<file path="src/chk_pkg.sv">
// Shared types and constants for the chained hash key set.
package chk_pkg;

   localparam int BUCKET_COUNT_DEFAULT = 1024;
   localparam int NODE_COUNT_DEFAULT   = 8192;

   localparam int KEY_W    = 31;
   localparam int MODE_W   = 2;
   localparam int STATUS_W = 3;

   localparam logic [MODE_W-1:0] MODE_LOOKUP     = 2'd0;
   localparam logic [MODE_W-1:0] MODE_INSERT     = 2'd1;
   localparam logic [MODE_W-1:0] MODE_INSERT_NEW = 2'd2;

   localparam logic [STATUS_W-1:0] ST_NOT_FOUND = 3'd0;
   localparam logic [STATUS_W-1:0] ST_FOUND     = 3'd1;
   localparam logic [STATUS_W-1:0] ST_INSERTED  = 3'd2;
   localparam logic [STATUS_W-1:0] ST_PRESENT   = 3'd3;
   localparam logic [STATUS_W-1:0] ST_FULL      = 3'd4;

   typedef struct packed {
      logic load;
      logic clr_step;
      logic bkt_rd;
      logic node_rd_head;
      logic node_rd_next;
      logic insert;
   } dp_cmd_type;

   typedef struct packed {
      logic              clr_last;
      logic [MODE_W-1:0] mode;
      logic              bkt_valid;
      logic              key_match;
      logic              next_valid;
      logic              pool_full;
   } dp_sts_type;

endpackage

</file>
<file path="src/chk_ctrl.sv">
// Controller: sequences hash, bucket read, chain walk, insert and response.
module chk_ctrl import chk_pkg::*; (
   input  logic                clock,
   input  logic                reset,
   input  logic                req_valid,
   output logic                req_stall,
   output logic                rsp_valid,
   input  logic                rsp_stall,
   output logic [STATUS_W-1:0] rsp_status,
   output dp_cmd_type          cmd,
   input  dp_sts_type          sts
);

   typedef enum logic [2:0] {
      S_CLEAR, S_IDLE, S_HASH1, S_HASH2, S_HASH3, S_BCHK, S_WALK, S_RESP
   } state_type;

   state_type           state_ff, state_in;
   logic [STATUS_W-1:0] status_ff, status_in;
   logic                rsp_valid_ff, rsp_valid_in;
   logic [STATUS_W-1:0] rsp_status_ff, rsp_status_in;

   assign req_stall  = (state_ff != S_IDLE);
   assign rsp_valid  = rsp_valid_ff;
   assign rsp_status = rsp_status_ff;

   always_comb begin
      state_in      = state_ff;
      status_in     = status_ff;
      rsp_valid_in  = rsp_valid_ff && rsp_stall;
      rsp_status_in = rsp_status_ff;
      cmd           = '0;
      case (state_ff)
         S_CLEAR: begin
            cmd.clr_step = 1'b1;
            if (sts.clr_last) begin
               state_in = S_IDLE;
            end
         end
         S_IDLE: begin
            if (req_valid) begin
               cmd.load = 1'b1;
               state_in = S_HASH1;
            end
         end
         S_HASH1: state_in = S_HASH2;
         S_HASH2: state_in = S_HASH3;
         S_HASH3: begin
            cmd.bkt_rd = 1'b1;
            state_in   = S_BCHK;
         end
         S_BCHK: begin
            state_in = S_RESP;
            if (sts.mode == MODE_INSERT) begin
               cmd.insert = !sts.pool_full;
               status_in  = sts.pool_full ? ST_FULL : ST_INSERTED;
            end else if (!sts.bkt_valid) begin
               if (sts.mode == MODE_INSERT_NEW) begin
                  cmd.insert = !sts.pool_full;
                  status_in  = sts.pool_full ? ST_FULL : ST_INSERTED;
               end else begin
                  status_in = ST_NOT_FOUND;
               end
            end else begin
               cmd.node_rd_head = 1'b1;
               state_in         = S_WALK;
            end
         end
         S_WALK: begin
            if (sts.key_match) begin
               status_in = (sts.mode == MODE_INSERT_NEW) ? ST_PRESENT : ST_FOUND;
               state_in  = S_RESP;
            end else if (sts.next_valid) begin
               cmd.node_rd_next = 1'b1;
            end else begin
               state_in = S_RESP;
               if (sts.mode == MODE_INSERT_NEW) begin
                  cmd.insert = !sts.pool_full;
                  status_in  = sts.pool_full ? ST_FULL : ST_INSERTED;
               end else begin
                  status_in = ST_NOT_FOUND;
               end
            end
         end
         S_RESP: begin
            if (!rsp_valid_ff || !rsp_stall) begin
               rsp_valid_in  = 1'b1;
               rsp_status_in = status_ff;
               state_in      = S_IDLE;
            end
         end
         default: state_in = S_CLEAR;
      endcase
   end

   always_ff @(posedge clock) begin
      if (reset) begin
         state_ff     <= S_CLEAR;
         rsp_valid_ff <= 1'b0;
      end else begin
         state_ff     <= state_in;
         rsp_valid_ff <= rsp_valid_in;
      end
      status_ff     <= status_in;
      rsp_status_ff <= rsp_status_in;
   end

endmodule

</file>
<file path="config.mk">
export PLATFORM = sky130hd
export DESIGN_NAME = chk_ctrl
export DESIGN_NICKNAME = d
export VERILOG_FILES = /design/src/chk_pkg.sv /design/src/chk_ctrl.sv
export SDC_FILE = /design/constraint.sdc
export NUM_CORES = 1
export LEC_CHECK = 0
export ABC_AREA = 1
export BUFFER_PORTS_ARGS = -buffer_cell sky130_fd_sc_hd__buf_2
export CAP_MARGIN = 5
export CORE_MARGIN = 3
export CORE_UTILIZATION = 32
export CTS_BUF_LIST = sky130_fd_sc_hd__clkbuf_16
export DETAILED_ROUTE_END_ITERATION = 10
export PLACE_DENSITY = 0.67
export REMOVE_ABC_BUFFERS = 1
export SKIP_LAST_GASP = 1
export SLEW_MARGIN = 25
export SYNTH_ARGS = -nofsm -noshare
export SYNTH_HDL_FRONTEND = slang
export SYNTH_SLANG_ARGS = --single-unit
export TNS_END_PERCENT = 10
</file>
<file path="constraint.sdc">
create_clock -name clock -period 3 [get_ports clock]
set_clock_uncertainty 0.1 [all_clocks]
set_input_delay 0.45 -clock clock [delete_from_list [all_inputs] [get_ports clock]]
set_output_delay 0.45 -clock clock [all_outputs]
set_load 0.02 [all_outputs]
</file>
==> results of run 1 <==
-- worst max-delay path, cell delays in order --
cell and delay (ps):
buf_2 100, nor2_1 210, nand2_1 110, o21ai_0 150, nand3_1 80, o21ai_0 70
buf_2 180
-- per-stage QoR --
| step | cells | worst slack (ps) |
|---|---|---|
| after floorplan | 76 | 1220 |
| after global placement | 121 | 1140 |
| after detailed placement | 121 | 1090 |
| after CTS | 125 | 1070 |
| after global routing | 125 | 938 |
| final | 125 | 1090 |
-- layer usage --
metal	track usage [%]	vias up	wire [µm]
met4	7.11	0	25
met3	1.83	2	69
met1	11.1	221	526
met2	17.4	20	514
li1	-	292	-
met5	0	-	0
-- cell families after synthesis --
| family | synth area share [%] |
|---|---|
| simple gates | 34.0 |
| buf+inv | 11.1 |
| flops | 44.3 |
| compound gates | 10.6 |
-- cells in the final DEF (no fill, tap or decap), types with 3 or more instances in the layout --
master     instances
inv_1             13
buf_2             21
edfxtp_1           6
a21oi_1            3
dfxtp_1            4
nand2_2            4
o21ai_0            3
nor2_4             3
nand2_1           14
clkbuf_16          3
nor2_1             9
-- power groups by stage --
stage / sequential (µW) / combinational (µW) / clock (µW)
finish: 173 / 133 / 229
global route: 175 / 148 / 245
CTS: 174 / 135 / 235
detailed placement: 175 / 135 / 0
global placement: 175 / 132 / 0
floorplan: 172 / 101 / 0
-- final cells by class --
| type | instances | area share, % |
|---|---|---|
| Clock buffer | 3 | 9.36 |
| Timing Repair Buffer | 21 | 13.1 |
| Tap cell | 24 | 3.74 |
| Sequential cell | 10 | 32.4 |
| Inverter | 17 | 8.11 |
| Clock inverter | 1 | 0.468 |
| Multi-Input combinational cell | 49 | 32.8 |
-- registers in the layout (all words and copies together) (netlist names) --
| register | cells |
|---|---|
| status_ff | 3 |
| rsp_valid | 1 |
| rsp_status | 3 |
| state_ff | 3 |
-- final timing paths --
kind,end,slack (ps),depth (start not counted)
worst min register to register,rsp_status[2]$_DFFE_PP_,310,0
worst max register to register,status_ff[2]$_DFFE_PP_,1280,4
worst max-delay path,cmd[0],1090,7
worst min-delay path,rsp_valid$_SDFF_PP0_,310,2
==> key figures, run 1 <==
Timing
  – Max frequency: 0.523 GHz
  – Final slew viol count: 0
  – Unrepaired setup endpoints after global routing: false
  – Worst Tran Pin Value: 544 ps
  – Fin crit share: 63.8%
  – Setup_tns: 0 ps
  – Final Hold Fails: 0
  – Final Setup Violations: 0
  – Worst hold slack: 309 ps
  – Slew HR: 63.4%
  – Tmin final: 1910 ps

CTS
  – H-tree depth: 1
  – Clock root cell: clkbuf_16
  – Worst skew pair latency: 230 ps
  – TritonCTS Buffers: 3
  – TritonCTS clock tree: done
  – Clock edge transition at the registers on the reported setup and hold paths: 40 ps
  – Post-cts gate resize count: 0
  – Max Buffers Root-to-Sink: 2
  – # hold bufs at CTS: 0
  – Clk sinks: 10
  – # Post-CTS Setup Buffers: 0

Pwr
  – Switching pwr: 158 µW
  – PwrDens: 667 nW/µm²
  – Max IR drop VDD: 0.000241 V
  – Sequential share of power: 32.4%
  – Combinational share of power: 24.9%
  – Clk pwr share: 42.7%
  – Pint: 377 µW
  – Switching Fraction: 29.5%
  – Overall power: 535 µW
  – Leakage: 0.000398 µW

GRT
  – Gr usage total: 10.1%
  – Grt ovf: 0
  – Initial antenna violation count: 0
  – Largest net degree at the start of global routing: 10
  – Vias in the first global route: 494
  – First-pass GRT wire length: 1.88 mm

Synthesis
  – Cell Area, Synth: 588 µm²
  – Avg Cell Area, Syn: 7.74 µm²
  – Yosys warnings: 0
  – Yosys reg bits: 10
  – Asr flop ratio synth: 0%
  – Top post-synthesis cells by area: edfxtp_1, dfxtp_1, nand2_1, inv_1, nor2_1
  – Most common flop cell mapped by yosys: edfxtp_1
  – Register area share after synthesis: 44.3%
  – Post-synth EDFFs: 6
  – Most frequent cells after synthesis: nand2_1, inv_1, nor2_1, edfxtp_1
  – Post-synthesis cell count: 76
  – Top-count cell post-synth: nand2_1
  – Post-synth top area cell: edfxtp_1
  – Distinct cells, synth: 22
  – Yosys top cell area share: 30.6%

Cells and area
  – Diodes inserted: 0
  – Layout cells sized above 1: 37.6%
  – Register Area: 260 µm²
  – Area delta synth->final: 36.4%
  – Fill cells: 175
  – Multi-input gate area: 263 µm²
  – Post-route cell area: 802 µm²
  – Core Util, Final: 49.8%
  – Nets@finish: 113

Critical path
  – Startpoint types: input pin
  – Setup CP Type: input pin to primary output
  – CP Capture Type: primary output
  – Worst path required time: 2450 ps
  – Max FO, Critical Path: 4
  – Crit Reg-Reg Startpoint: state_ff[0]$_SDFFE_PP0P_
  – Worst setup path start: sts[4]
  – Worst EP arrival: 1360 ps

Routing
  – Wirelength per Cell: 9.08 µm
  – Drt first pass iters: 3
  – Vias per inst: 4.28
  – Routed via count: 535
  – DR DRC count: 0
  – Routed wire length: 1.14 mm
  – Starting DRT DRC Count: 11
  – Antenna violation net count after detailed routing: 0

Floorplanning
  – Site row count: 14
  – Initial Util: 36.5%
  – IO Count: 22
  – Chip height: 48.9 µm
  – Die area: 2390 µm²
  – Chip width: 48.9 µm
  – Core Box Area: 1610 µm²

Placement
  – RD Place Congestion: 0.795
  – IO Port Bufs: 21
  – DP HPWL: 958 µm
  – DP Area: 723 µm²

Hold path
  – Hold Crit Class: input pin to flop
  – Hold Crit Start: reset

Run status
  – Outcome: finished, final reports clean

Job
  – Max Cap Viol: 0
(Power assumes the default switching activity.)
==> run 2, diff against run 1 <==
Settings changed: ABC_AREA 1 to 0, PLACE_DENSITY 0.67 to 0.68.
Clock period 3 ns to 2 ns, I/O delays scaled along.
==> run 2 against run 1 <==
  * Worst setup slack got worse by 930 ps
  * Critical path depth fell by 4
  * Via count fell by 7.3%
  * Worst hold slack got worse by 110 ps
  * Final cell count fell by 23%
  * Power rose by 24%
  * First-iteration DRC count fell by 73%
  * Critical path type is now flop to primary output
  * Critical endpoint is now cmd[1]
  * Synthesized area fell by 6.6%
  * Highest routed layer unchanged
  * Wire length rose by 0.88%
  * Largest cell class is now sequential cells
  * Clock-buffer cell count did not move
  * Combinational power fell by 42%
==> key figures, run 2 <==
Routing
  – DR DRC count: 0
  – Vias per inst: 5.17
  – Antenna violation net count after detailed routing: 0
  – Routed via count: 496
  – Wirelength per Cell: 11.9 µm
  – Drt first pass iters: 2
  – Routed wire length: 1.15 mm
  – Starting DRT DRC Count: 3

Synthesis
  – Compound-Gate Fraction of Synth Area: 19.4%
  – Cell Area, Synth: 549 µm²
  – Multiplexer share of the synthesized area: 0%
  – Main combinational cell family by area after synthesis: simple AND/OR/NAND/NOR gates
  – Register area share after synthesis: 47.4%
  – Post-Synth Adder-Cell Area: 0%
  – Asr flop ratio synth: 0%
  – Avg Cell Area, Syn: 9.64 µm²
  – Yosys reg bits: 10
  – Post-synth top area cell: edfxtp_1
  – Post-synthesis cell count: 57
  – Simple-gate share of the synthesized area: 27.6%
  – Top post-synthesis cells by area: edfxtp_1, dfxtp_1, nor3_1, a21oi_1, nand2b_1
  – Distinct cells, synth: 31
  – Most frequent cells after synthesis: edfxtp_1, nor3_1, a21oi_1, dfxtp_1, nand2_1
  – Synth Area in XOR/XNOR: 0%
  – Most common flop cell mapped by yosys: edfxtp_1
  – Post-synth EDFFs: 6
  – Top-count cell post-synth: edfxtp_1
  – Yosys top cell area share: 32.8%
  – Yosys warnings: 0

CTS
  – Post-cts gate resize count: 0
  – Clock edge transition at the registers on the reported setup and hold paths: 40 ps
  – Clock root cell: clkbuf_16
  – TritonCTS clock tree: done
  – Clk sinks: 10
  – TritonCTS Buffers: 3
  – # hold bufs at CTS: 0
  – Worst skew pair latency: 230 ps
  – H-tree depth: 1
  – # Post-CTS Setup Buffers: 0
  – Max Buffers Root-to-Sink: 2

Placement
  – DP Cell Count: 92
  – RD Place Congestion: 0.806
  – IO Port Bufs: 21
  – DP HPWL: 864 µm

Timing
  – Max frequency: 0.542 GHz
  – Tmin final: 1850 ps
  – Fin crit share: 92.3%
  – Final Setup Violations: 0
  – Final slew viol count: 0
  – Slew HR: 68.8%
  – Setup_tns: 0 ps
  – Worst Tran Pin Value: 466 ps
  – Unrepaired setup endpoints after global routing: false
  – Final Hold Fails: 0

Critical path
  – Max FO, Critical Path: 14
  – Worst path required time: 1600 ps
  – CP Capture Type: primary output
  – Worst EP arrival: 1450 ps
  – Startpoint types: flop
  – Setup CP Type: flop to primary output

Job
  – Max Cap Viol: 0

Hold path
  – Hold Crit Class: input pin to flop

Pwr
  – Switching Fraction: 21.4%
  – Sequential share of power: 35.5%
  – Max IR drop VDD: 0.000301 V
  – Switching pwr: 142 µW
  – Combinational share of power: 11.7%
  – PwrDens: 892 nW/µm²
  – Pint: 521 µW
  – Clk pwr share: 52.8%
  – Leakage: 0.000324 µW

Cells and area
  – Nets@finish: 92
  – Multi-input gate area: 258 µm²
  – Most common cell after layout, fill and taps aside: buf_2
  – Diodes inserted: 0
  – Final Non-Filler Cells: 96
  – Area delta synth->final: 35.3%
  – Register Area: 263 µm²
  – Layout cells sized above 1: 37.5%
  – Fill cells: 150
  – Most frequent cells in the layout: buf_2, edfxtp_1, nor3_1, nand2_1, a21oi_1

GRT
  – Initial antenna violation count: 0
  – Vias in the first global route: 451
  – Gr usage total: 11.8%
  – First-pass GRT wire length: 1.84 mm
  – Largest net degree at the start of global routing: 15
  – Grt ovf: 0

Floorplanning
  – Core Box Area: 1560 µm²
  – Chip width: 47.4 µm
  – Site row count: 14
  – Die area: 2250 µm²
  – Initial Util: 35.2%
  – IO Count: 22
  – Chip height: 47.4 µm

Run status
  – Outcome: finished, final reports clean
[run 2: cell count changes after synthesis, sizes merged, moves of 2 or more]
cell,delta
and2b,+2
buf,+3
clkinv,-2
inv,-12
nand2,-14
nand2b,+3
nand3,-2
nand3b,+2
nor2,-10
nor3,+3
o21ai,-2
[run 2: routing by layer]
layer	track usage, %	up-vias	share of wire (%)
met2	19.8	13	50
met3	2.26	2	3.8
met5	0	-	0
met1	13.2	223	44
li1	-	258	-
met4	8.29	0	1.7
[run 2: kinds of logic (layout without fill, tap and decap cells)]
| group | after synthesis | count (layout) |
|---|---|---|
| AO/OA/AOI/OAI | 15 | 15 |
| buffers and inverters | 6 | 29 |
| flip-flops | 10 | 10 |
| AND/OR/NAND/NOR | 26 | 26 |
[run 2: critical path: stages, from the launching register on]
cell      delay, ps
dfxtp_2         460
nand3b_1        180
nor3b_2         330
buf_2           230
[run 2: worst paths after layout]
kind | startpoint | endpoint | slack [ps] | cells after the start
max | state_ff[1]$_SDFFE_PP0P_ | cmd[1] | 150 | 3
min | reset | rsp_valid$_SDFF_PP0_ | 200 | 2
max reg2reg | state_ff[1]$_SDFFE_PP0P_ | status_ff[0]$_SDFFCE_PP0P_ | 420 | 3
min reg2reg | status_ff[1]$_DFFE_PP_ | rsp_status[1]$_DFFE_PP_ | 310 | 0
[run 2: power groups by stage]
stage	Combinational [µW]	Clock [µW]	Sequential [µW]
4_1_cts	78.1	359	234
3_3_place_gp	76.7	0	237
2_1_floorplan	44.5	0	238
6_report	77.7	350	235
5_1_grt	85.0	370	237
3_5_place_dp	77.9	0	237
[run 2: final cells by class]
type,count,share of cell area [%]
tap,16,2.69
sequential,10,35.4
inverter,3,1.52
clock buffer,3,10.1
multi-input combinational,41,34.7
timing repair buffer,22,15.2
clock inverter,1,0.505
[run 2: metrics by stage]
stage          cell area [µm²]  util (%)  power, µW  worst slack (ps)  hold slack, ps
2_1_floorplan              529         -        282               373             269
6_report                   743      47.7        663               155             198
3_5_place_dp               662      42.5        315               272             306
3_3_place_gp               662      42.5        314               286             305
5_1_grt                    743      47.7        691               110             204
4_1_cts                    741      47.5        671              25.2             191
==> run 3, diff against run 2 <==
Settings changed: CELL_PAD_IN_SITES_DETAIL_PLACEMENT set to 1, CELL_PAD_IN_SITES_GLOBAL_PLACEMENT set to 1, PLACE_DENSITY 0.68 to 0.84.
==> run 3 against run 2 <==
  * Die area did not move
  * Worst setup slack improved by 19 ps
  * Final cell count did not move
  * Global-route usage rose by 2.7 points
  * Register-to-register slack got worse by 20 ps
  * Clock power barely moved
  * Combinational power rose by 2.8%
  * First-iteration DRC count fell by 33%
  * Sequential cell count did not move
  * Utilization did not move
  * Via count rose by 2.4%
  * Largest cell class unchanged
==> key figures, run 3 (synthesized netlist as in run 2, its figures left out) <==
Timing
  – Fin crit share: 91.3%
  – Final Hold Fails: 0
  – PnR worst setup slack: 174 ps
  – Max frequency: 0.548 GHz
  – Final slew viol count: 0
  – Final Setup Violations: 0
  – Tmin final: 1830 ps
  – Setup_tns: 0 ps
  – Unrepaired setup endpoints after global routing: false
  – Worst Tran Pin Value: 496 ps
  – Slew HR: 66.7%

Critical path
  – Worst R2R End: status_ff[0]$_SDFFCE_PP0P_
  – Startpoint types: flop
  – Max FO, Critical Path: 12
  – Worst path slowest cell: dfxtp_2
  – Worst path required time: 1600 ps
  – CP cell instances: nand3b_1 -> nor3b_2 -> buf_2
  – Worst EP arrival: 1430 ps
  – Reg-to-reg setup timing slack: 400 ps
  – CP top delay family: simple AND/OR/NAND/NOR gates
  – Worst Path Buf+Inv: 1
  – Setup CP Type: flop to primary output
  – CP Capture Type: primary output
  – Crit Reg-Reg Startpoint: state_ff[1]$_SDFFE_PP0P_
  – R2R depth: 3
  – Largest stage delay on the critical path: 450 ps

Floorplanning
  – Site row count: 14
  – Chip width: 47.4 µm
  – Initial Util: 35.2%
  – Chip height: 47.4 µm
  – IO Count: 22
  – Die area: 2250 µm²
  – Core Box Area: 1560 µm²

Placement
  – DP Cell Count: 92
  – IO Port Bufs: 21
  – Pre-CTS setup slack: 276 ps
  – DP HPWL: 1.08 mm
  – DP Area: 662 µm²
  – RD Place Congestion: 0.720

Hold path
  – Hold Crit Class: input pin to flop
  – Hold Crit Start: reset
  – Worst hold path depth: 2
  – Hold Path End: state_ff[1]$_SDFFE_PP0P_

Pwr
  – Leakage: 0.000328 µW
  – PwrDens: 896 nW/µm²
  – Max IR drop VDD: 0.000423 V
  – Overall power: 666 µW

Job
  – Max Cap Viol: 0

Routing
  – Starting DRT DRC Count: 2
  – DR DRC count: 0
  – Routed via count: 508
  – Drt first pass iters: 4
  – Wirelength per Cell: 14.1 µm
  – Vias per inst: 5.29
  – Routed wire length: 1.36 mm
  – Antenna violation net count after detailed routing: 0

Run status
  – Outcome: finished, final reports clean

GRT
  – Gr usage total: 14.4%
  – Largest net degree at the start of global routing: 15
  – Vias in the first global route: 481
  – First-pass GRT wire length: 2.25 mm
  – Grt ovf: 0
  – Initial antenna violation count: 0

Cells and area
  – Most common cell after layout, fill and taps aside: buf_2
  – Area delta synth->final: 35.3%
  – Diodes inserted: 0
  – Nets@finish: 92
  – Fill cells: 192
  – Post-route cell area: 743 µm²
  – Most frequent cells in the layout: buf_2, edfxtp_1, nor3_1, nand2_1, a21oi_1
  – Final Non-Filler Cells: 96
  – Layout cells sized above 1: 37.5%

CTS
  – TritonCTS Buffers: 3
  – Worst skew pair latency: 230 ps
  – Clock root cell: clkbuf_16
  – TritonCTS clock tree: done
  – Max Buffers Root-to-Sink: 2
  – Clock edge transition at the registers on the reported setup and hold paths: 40 ps
  – H-tree depth: 1
  – Clk sinks: 10
-- run 3: per-layer routing --
metal	wire [µm]	vias up	share of wire (%)	track usage, %
li1	-	259	-	-
met1	626	233	46	17.9
met2	646	14	48	24.3
met3	55	2	4.1	2.26
met4	27	0	2.0	6.63
met5	0	-	0	0
-- run 3: power by group --
part | leakage (µW) | internal, µW | switching, µW
sequential | 0.0000893 | 224 | 11.2
clock | 0.0000423 | 262 | 89.0
combinational | 0.000196 | 35.7 | 44.2
-- run 3: repair_timing --
item | in CTS | in global routing
gates resized for setup | 0 | 2
setup endpoints to repair | 0 | 2
endpoints found under the hold margin | 0 | 0
hold buffers | 0 | 0
setup buffers | 0 | 0
-- run 3: worst reg2reg max path, stage by stage (launching register included) --
cell,delay [ps]
dfxtp_2,380
and2b_1,220
o21ai_1,60
a211oi_1,470
-- run 3: cell type report --
| type | instances | area, µm² | share of cell area, % |
|---|---|---|---|
| Sequential cell | 10 | 263 | 35.4 |
| Multi-Input combinational cell | 41 | 258 | 34.7 |
| Timing Repair Buffer | 22 | 113 | 15.2 |
| Clock buffer | 3 | 75.1 | 10.1 |
| Tap cell | 16 | 20.0 | 2.69 |
| Inverter | 3 | 11.3 | 1.52 |
| Clock inverter | 1 | 3.75 | 0.505 |
-- run 3: stage by stage --
step	hold WS [ps]	utilization, %
6_report	192	47.7
3_3_place_gp	305	42.5
2_1_floorplan	269	-
3_5_place_dp	318	42.5
5_1_grt	212	47.7
4_1_cts	193	47.5
-- run 3: worst max-delay path by stage --
stage | endpoint | cells past startpoint | slack (ps) | start
after CTS | cmd[1] | 3 | 20 | state_ff[1]$_SDFFE_PP0P_
after floorplan | status_ff[0]$_SDFFCE_PP0P_ | 3 | 370 | state_ff[1]$_SDFFE_PP0P_
after detailed placement | cmd[1] | 3 | 280 | state_ff[1]$_SDFFE_PP0P_
after global placement | cmd[1] | 3 | 300 | state_ff[1]$_SDFFE_PP0P_
final | cmd[1] | 3 | 170 | state_ff[2]$_SDFFE_PP0P_
after global routing | cmd[1] | 3 | 110 | state_ff[1]$_SDFFE_PP0P_
